[config.mk]
export PLATFORM = sky130hd
export DESIGN_NAME = cddb_front_flat
export DESIGN_NICKNAME = d
export VERILOG_FILES = /design/src/rtl/assert_macros.svh /design/src/rtl/cddb_pkg.sv /design/src/rtl/cddb_in_if.sv /design/src/rtl/cddb_front.sv /design/src/flat_wrapper.sv
export SDC_FILE = /design/constraint.sdc
export NUM_CORES = 1
export LEC_CHECK = 0
export BUFFER_PORTS_ARGS = -buffer_cell sky130_fd_sc_hd__buf_2
export CAP_MARGIN = 5
export CORE_ASPECT_RATIO = 1.5
export CORE_UTILIZATION = 45
export CTS_BUF_LIST = sky130_fd_sc_hd__clkbuf_4
export CTS_CLUSTER_DIAMETER = 60
export DETAILED_ROUTE_END_ITERATION = 8
export PLACE_DENSITY = 0.62
export SYNTH_ARGS = -nofsm -noshare
export SYNTH_HDL_FRONTEND = slang
export SYNTH_SLANG_ARGS = --single-unit
export TNS_END_PERCENT = 10
[constraint.sdc]
create_clock -name clk -period 2.95 [get_ports clk]
set_input_delay 0.295 -clock clk [delete_from_list [all_inputs] [get_ports clk]]
set_output_delay 0.295 -clock clk [all_outputs]
set_load 0.05 [all_outputs]
[src/rtl/assert_macros.svh]
// assertion macros used only by cddb_disc_id among the rtl files
// no dependencies; taken in by `include where assertions are written
`ifndef ASSERT_MACROS_SVH
`define ASSERT_MACROS_SVH

// property must hold at every clock edge outside reset
`define ASSERT_IMPL(label, clk, rst_n, prop) \
	label: assert property (@(posedge clk) disable iff (!rst_n) (prop)) \
		else $error("cddb assertion failed");

// condition must never be seen outside reset
`define ASSERT_NEVER(label, clk, rst_n, cond) \
	`ASSERT_IMPL(label, clk, rst_n, !(cond))

`endif

[src/rtl/cddb_pkg.sv]
// types, widths and constants of the disc id accumulator
// no dependencies; used by every other rtl file but assert_macros.svh
package cddb_pkg;

	// field widths
	localparam int MS_W     = 24;
	localparam int FRAME_W  = 27;
	localparam int ID_W     = 32;
	localparam int SEC_W    = 21;
	localparam int SUM_W    = 13;
	localparam int TRACK_W  = 7;
	localparam int WSEC_W   = 15;   // whole seconds of one track, max 16777
	localparam int DACC_W   = 6;    // digit sum of one start second, max 55
	localparam int DIGIT_W  = 4;
	localparam int FPS_W    = 7;

	// track limit, timing and modulus constants
	localparam logic [TRACK_W-1:0] MAX_TRACKS     = 7'd99;
	localparam logic [FPS_W-1:0]   FRAMES_PER_SEC = 7'd75;
	localparam logic [SEC_W-1:0]   GAP_SECONDS    = 21'd2;
	localparam logic [8:0]         MOD_BASE       = 9'd255;

	// ms / 1000 = (ms >> 3) / 125, exact reciprocal for 21-bit operands
	localparam int                 DIV125_SHIFT = 28;
	localparam logic [21:0]        RECIP_125    = 22'((2**DIV125_SHIFT + 124) / 125);

	// v / 10 = (v >> 1) / 5, exact reciprocal for 20-bit operands
	localparam int                 DIV5_SHIFT = 22;
	localparam logic [19:0]        RECIP_5    = 20'((2**DIV5_SHIFT + 4) / 5);

	// queue between front and back
	localparam int QUEUE_DEPTH = 2;

	// classified item as held in the queue
	typedef struct packed {
		logic [WSEC_W-1:0] secs;
		logic              last;
	} cddb_item_t;

	// back sequencer states
	typedef enum logic [1:0] {
		BK_IDLE,
		BK_DIGIT,
		BK_WRITE
	} bk_state_t;

endpackage

[src/rtl/cddb_in_if.sv]
// input channel: one track length per item
// depends on cddb_pkg for field widths
interface cddb_in_if;
	logic                         valid;
	logic                         ready;
	logic [cddb_pkg::MS_W-1:0]    track_ms;
	logic                         last_track;

	modport source (output valid, output track_ms, output last_track, input ready);
	modport sink (input valid, input track_ms, input last_track, output ready);
endinterface

[src/rtl/cddb_front.sv]
// front part: accepts track items, turns ms into whole seconds, queues them
// depends on cddb_pkg and cddb_in_if
module cddb_front #(
	parameter int QUEUE_DEPTH = cddb_pkg::QUEUE_DEPTH
) (
	input  logic                  clk,
	input  logic                  arst_n,
	cddb_in_if.sink               track,
	output logic                  q_valid,
	output cddb_pkg::cddb_item_t  q_item,
	input  logic                  pop
);
	localparam int IDX_W = $clog2(QUEUE_DEPTH);
	localparam int CNT_W = $clog2(QUEUE_DEPTH + 1);
	localparam logic [IDX_W-1:0] LAST_IDX = IDX_W'(QUEUE_DEPTH - 1);

	cddb_pkg::cddb_item_t queue_q [QUEUE_DEPTH];
	logic [IDX_W-1:0] wr_ptr_q;
	logic [IDX_W-1:0] rd_ptr_q;
	logic [CNT_W-1:0] count_q;
	logic             push;
	logic [42:0]      div_prod;
	cddb_pkg::cddb_item_t new_item;

	// whole seconds by reciprocal multiply
	assign div_prod = 43'(track.track_ms[23:3]) * 43'(cddb_pkg::RECIP_125);
	assign new_item.secs = div_prod[42:cddb_pkg::DIV125_SHIFT];
	assign new_item.last = track.last_track;

	assign track.ready = (count_q != CNT_W'(QUEUE_DEPTH));
	assign push        = track.valid && track.ready;
	assign q_valid     = (count_q != '0);
	assign q_item      = queue_q[rd_ptr_q];

	// queue storage
	always_ff @(posedge clk) begin
		if (push) begin
			queue_q[wr_ptr_q] <= new_item;
		end
	end

	// pointers and fill count
	always_ff @(posedge clk or negedge arst_n) begin
		if (!arst_n) begin
			wr_ptr_q <= '0;
			rd_ptr_q <= '0;
			count_q  <= '0;
		end else begin
			if (push) begin
				wr_ptr_q <= (wr_ptr_q == LAST_IDX) ? '0 : wr_ptr_q + 1'b1;
			end
			if (pop) begin
				rd_ptr_q <= (rd_ptr_q == LAST_IDX) ? '0 : rd_ptr_q + 1'b1;
			end
			if (push && !pop) begin
				count_q <= count_q + 1'b1;
			end else if (pop && !push) begin
				count_q <= count_q - 1'b1;
			end
		end
	end
endmodule

[src/flat_wrapper.sv]
// flat-port wrapper written by rule: the top's interface ports become plain ports
module cddb_front_flat 
#(
	parameter int QUEUE_DEPTH = cddb_pkg::QUEUE_DEPTH
)
  (clk, arst_n, q_valid, q_item, pop, track_valid, track_track_ms, track_last_track, track_ready);
  cddb_in_if track_i ();
  input  logic clk;
  input  logic arst_n;
  output logic q_valid;
  output cddb_pkg::cddb_item_t q_item;
  input  logic pop;
  input wire logic [$bits(track_i.valid)-1:0] track_valid;
  input wire logic [$bits(track_i.track_ms)-1:0] track_track_ms;
  input wire logic [$bits(track_i.last_track)-1:0] track_last_track;
  output wire logic [$bits(track_i.ready)-1:0] track_ready;
  assign track_i.valid = track_valid;
  assign track_i.track_ms = track_track_ms;
  assign track_i.last_track = track_last_track;
  assign track_ready = track_i.ready;
  cddb_front #(.QUEUE_DEPTH(QUEUE_DEPTH)) u_core (.clk(clk), .arst_n(arst_n), .track(track_i), .q_valid(q_valid), .q_item(q_item), .pop(pop));
endmodule
Word level (Yosys, flattened, before mapping)

Memories as Yosys holds them, arrays and structs flattened.
Index checks and enable logic that the tools add are counted.

Flip-flop bits (word level): 4
Bits in latches: 0
Bits in writable memories: 32
ROM bits: 0
Input port bits: 29
Output and inout port bits: 18
Logic and storage cells: 23
Memories kept: 1

Memory list:

| name           | depth | bits a word | read ports | clocked after Yosys merged registers in | wr ports | RTL line         | RTL |
|---|---|---|---|---|---|---|---|
| u_core.queue_q | 2     | 16          | 1          | 0                                       | 1        | cddb_front.sv:17 | `cddb_pkg::cddb_item_t queue_q [QUEUE_DEPTH];` |

$add $sub $neg: 4
Multiply operators: 1
Divide/modulo/power cells: 0
Magnitude comparators: 0
Eq/ne operators: 1
Shift-type cells: 0
Mux-type cells: 6
Bitwise logic cells: 0
Reduce and logical (&&, ||, !) cells: 7

Operator list:

| operator                 | number |
|---|---|
| $mul A21 B20 Y41 const B | 1 |
| $mux W1                  | 4 |
| $mux W2                  | 2 |
| $reduce_bool A2 Y1       | 2 |
| $logic_and A1 B1 Y1      | 3 |
| $add A1 B1 Y1 const B    | 2 |
| $add A2 B1 Y2 const B    | 1 |
| $logic_not A1 Y1         | 2 |
| $ne A2 B2 Y1 const B     | 1 |
| $sub A2 B1 Y2 const B    | 1 |

Logic depth before layout (Yosys ltp)

Depth in word-level cells: 6
Mapped depth: 19

Least setup slack after synthesis

No wires, ideal clock.

Path type: input to register
From: input track_track_ms[9]
To: memory u_core.queue_q[0][13] in the netlist's numbering (data pin)
Library setup time: 0.286 ns
Arrival time: 4.974 ns
Required time: 2.664 ns
Slack: -2.310 ns
Stages on the path: 19
Buffers on the path: 0
Cells stage by stage: ha_1 -> ha_1 -> fa_1 -> inv_1 -> fa_1 -> inv_1 -> fa_1 -> fa_1 -> inv_1 -> fa_1 -> inv_1 -> ha_1 -> and3_1 -> and3_1 -> a22oi_1 -> o211ai_2 -> a31o_4 -> a21oi_2 -> o211ai_2

Longest elaborated chain between the ends: 1

Ends and longest elaborated chain:

| item                          | RTL line           | RTL |
|---|---|---|
| from (decl)                   | flat_wrapper.sv:14 | `input wire logic [$bits(track_i.track_ms)-1:0] track_track_ms;` |
| $mul A21 B20 Y41              | cddb_front.sv:26   | `assign div_prod = 43'(track.track_ms[23:3]) * 43'(cddb_pkg::RECIP_125);` |
| named net u_core.div_prod[40] | cddb_front.sv:22   | `logic [42:0] div_prod;` |
| to (decl)                     | cddb_front.sv:17   |  |

The timed path passes the listed nets, and every way through them passes these cells.

Worst setup path after layout

From: input track_track_ms[8]
To: memory u_core.queue_q[1][13] in the netlist's numbering (data pin)

Same word-level chain as after synthesis.

==> flow_metrics.env <==
export IMPL_rsz0062_at_grt="yes"
export IMPL_final_util_pct=60.70
export IMPL_diodes=0
export IMPL_timing_final_crit_share_pct=164.4
export IMPL_worst_path_buf_inv=3
export IMPL_yosysSeqAreaShare_pct=14.68
export IMPL_required_ps=3000
export IMPL_synthFlopType="edfxtp_1"
export IMPL_drive_above_1_share_pct=35.28
export IMPL_arrival_ps=4900
export IMPL_cts_root_buffer="clkbuf_4"
export IMPL_hpwl_mm=17.64
export IMPL_synth_warning_count=0
export IMPL_row_count=56
export IMPL_tightest_slew_ps=762.6
export IMPL_dr_wl_met3_um=291
export IMPL_synth_cell_area_sq_mm=0.007226
export IMPL_maxCapViolations=0
export IMPL_synth_edf_count=32
export IMPL_place_ws_ps=-2458
export IMPL_critPathMaxStageDelay_ps=510
export IMPL_critPathSlowestCell="fa_1"
export IMPL_path_class="input pin to register"
export IMPL_io_buffers=43
export IMPL_antenna_found_initial=0
export IMPL_cts_buffers=5
export IMPL_layout_commonest_cell="inv_1"
export IMPL_syn_nets=1008
export IMPL_ioPinCount=47
export IMPL_first_iter_violations=148
export IMPL_nets=1201
export IMPL_relSlewSlack_pct=49.16
export IMPL_syn_instance_count=713
export IMPL_synth_adder_area_share_pct=55.52
export IMPL_dr_pass1_iters=4
export IMPL_min_period_ps=4850
export IMPL_synthSimpleGateAreaFrac_pct=5.403
export IMPL_synth_mux_area_share_pct=2.494
export IMPL_cts_tree="done"
export IMPL_multi_input_area_sq_mm=0.006006
export IMPL_hold_class="input pin to register"
export IMPL_grt_pass1_wl_mm=31.77
export IMPL_die_area_sq_mm=0.01658
export IMPL_die_y_um=157.2
export IMPL_route_met2_wl_mm=11.22
export IMPL_status="finished with violations"
export IMPL_grt_pass1_vias=6463
export IMPL_min_from="track_last_track"
export IMPL_clk_pin_slew_ps=100
export IMPL_async_flop_share_pct=11.11
export IMPL_cp_start_kind="input pin"
export IMPL_seq_area_sq_mm=0.001061
export IMPL_top_layer="met4"
export IMPL_clock_sinks=36
export IMPL_final_cell_mix="inv_1, buf_4, ha_1"
export IMPL_num_fill_cells=1347
export IMPL_initial_utilization_pct=46.04
export IMPL_setup_slack_ps=-1900
export IMPL_wl_met1_mm=6.929
export IMPL_synth_compound_area_share_pct=9.004
export IMPL_synth_xor_xnor_area_share_pct=2.061
export IMPL_grt_ovfl_total=0
export IMPL_cp_startpoint="track_track_ms[8]"
export IMPL_fp_dieW_um=105.5
export IMPL_gp_congestion=0.9410
export IMPL_fmax_ghz=0.2062
export IMPL_cts_htree_levels=2
export IMPL_tns_ps=-53610
export IMPL_fp_coreArea_sq_mm=0.01570
export IMPL_yosys_area_top_type="ha_1"
export IMPL_rr_startpoint="u_core.count_q[0]$_DFFE_PN0P_"
export IMPL_drc=0
export IMPL_synth_top_area_share_pct=30.30
export IMPL_groute_usage_overall_pct=25.18
export IMPL_synth_cell_types=50
export IMPL_timing_final_max_slew_violations=0
export IMPL_via_per_inst=5.180
export IMPL_ys_top_cells_by_area="ha_1, fa_1, edfxtp_1"
export IMPL_postRouteAntennaNets=0
export IMPL_grt_start_max_net_pins=18
export IMPL_wire_per_inst_um=17.77
export IMPL_hold_violations=0
export IMPL_cp_top_family="adder cells"
export IMPL_area_delta_synth_final_pct=31.84
export IMPL_path_max_fanout=4
export IMPL_clock_path_buffers=2
export IMPL_clock_latency_ps=330
export IMPL_crit_path_end_kind="register"
export IMPL_clock_skew_ps=12.62
export IMPL_ys_ff_latch=36
export IMPL_setup_viol=30
export IMPL_cp_cell_sequence="buf_2, ha_2, ha_2, fa_2, fa_1, fa_1, fa_1, inv_1, fa_1, inv_2, ha_4, and3_4, and3_4, o2111ai_4, o211ai_4, a31o_4, a211o_1, o211ai_2"
export IMPL_drt_total_wl_mm=19.73
export IMPL_violations="negative setup slack"
export IMPL_crit_path_frequent_cell="fa_1"
export IMPL_synth_top_family_by_area="adder cells"
export IMPL_via_count=5750
export IMPL_postSynthAreaPerCell_sq_um=10.13
-- worst register-to-register path: stages (launching register included) --
cell      delay [ps]
dfrtp_1          420
nand2b_1         160
and3_1           670
-- sequential cells by signal, indices dropped and copies added, names as in the netlist --
signal and count:
u_core.wr_ptr_q 1, u_core.queue_q 32, u_core.rd_ptr_q 1, u_core.count_q 2
-- stage by stage --
stage | cell area [sq um] | cells | hold slack [ps]
global route | 9527 | 1110 | 133.5
finish | 9527 | 1110 | 141.6
detailed placement | 9012 | 1100 | 105.9
floorplan | 7460 | 713 | -0.5911
global placement | 9012 | 1100 | 102.7
CTS | 9387 | 1110 | 128.2
-- repair_timing --
item	CTS	global route
endpoints found under the hold margin	4	0
resized for setup	60	25
pin swaps	40	8
setup buffers	1	0
setup endpoints to repair	30	30
hold buffers	1	0
-- per-layer routing --
layer / vias up / track usage, %
li1: 2735 / -
met4: 0 / 15.16
met2: 132 / 52.22
met1: 2819 / 24.02
met5: - / 0
met3: 64 / 0.7867
-- worst paths after layout --
kind / end / slack, ps / cells after the start
hold / removal: u_core.queue_q[0][0]$_DFFE_PP_ / 140 / 1
setup reg to reg: u_core.queue_q[1][11]$_DFFE_PP_ / 1320 / 2
min in group asynchronous: u_core.wr_ptr_q$_DFFE_PN0P_ / 280 / 2
max in group asynchronous: u_core.count_q[0]$_DFFE_PN0P_ / 2550 / 2
hold reg to reg: u_core.count_q[1]$_DFFE_PN0P_ / 500 / 1
setup / recovery: u_core.queue_q[1][13]$_DFFE_PP_ / -1900 / 18
-- final cells by class --
class,count,share of cell area [%]
clock buffer,6,0.4728
clock inverter,2,0.07880
inverter,196,7.749
multi-input combinational,473,63.04
sequential,36,11.14
tap,203,2.666
timing repair buffer,194,14.85
-- logic make-up (layout without fill, tap and decap cells) --
logic type | Yosys count | in the layout
adder cells (fa/ha/maj) | 266 | 266
buffers and inverters | 204 | 398
AO/OA/AOI/OAI | 92 | 92
AND/OR/NAND/NOR | 82 | 82
flip-flops | 36 | 36
XOR/XNOR | 17 | 17
multiplexers | 16 | 16
-- synth_stat cells (9+ instances only) --
library cell and count:
mux2_2 16, nand3_1 10, ha_1 175, xnor2_1 9, nor2_1 20, edfxtp_1 32
a21oi_1 29, fa_1 91, nand2_1 25, inv_1 196, o21ai_0 13
Power is not shown: default switching activity piles up to over one toggle a cycle in this logic, so the estimate is an artifact.
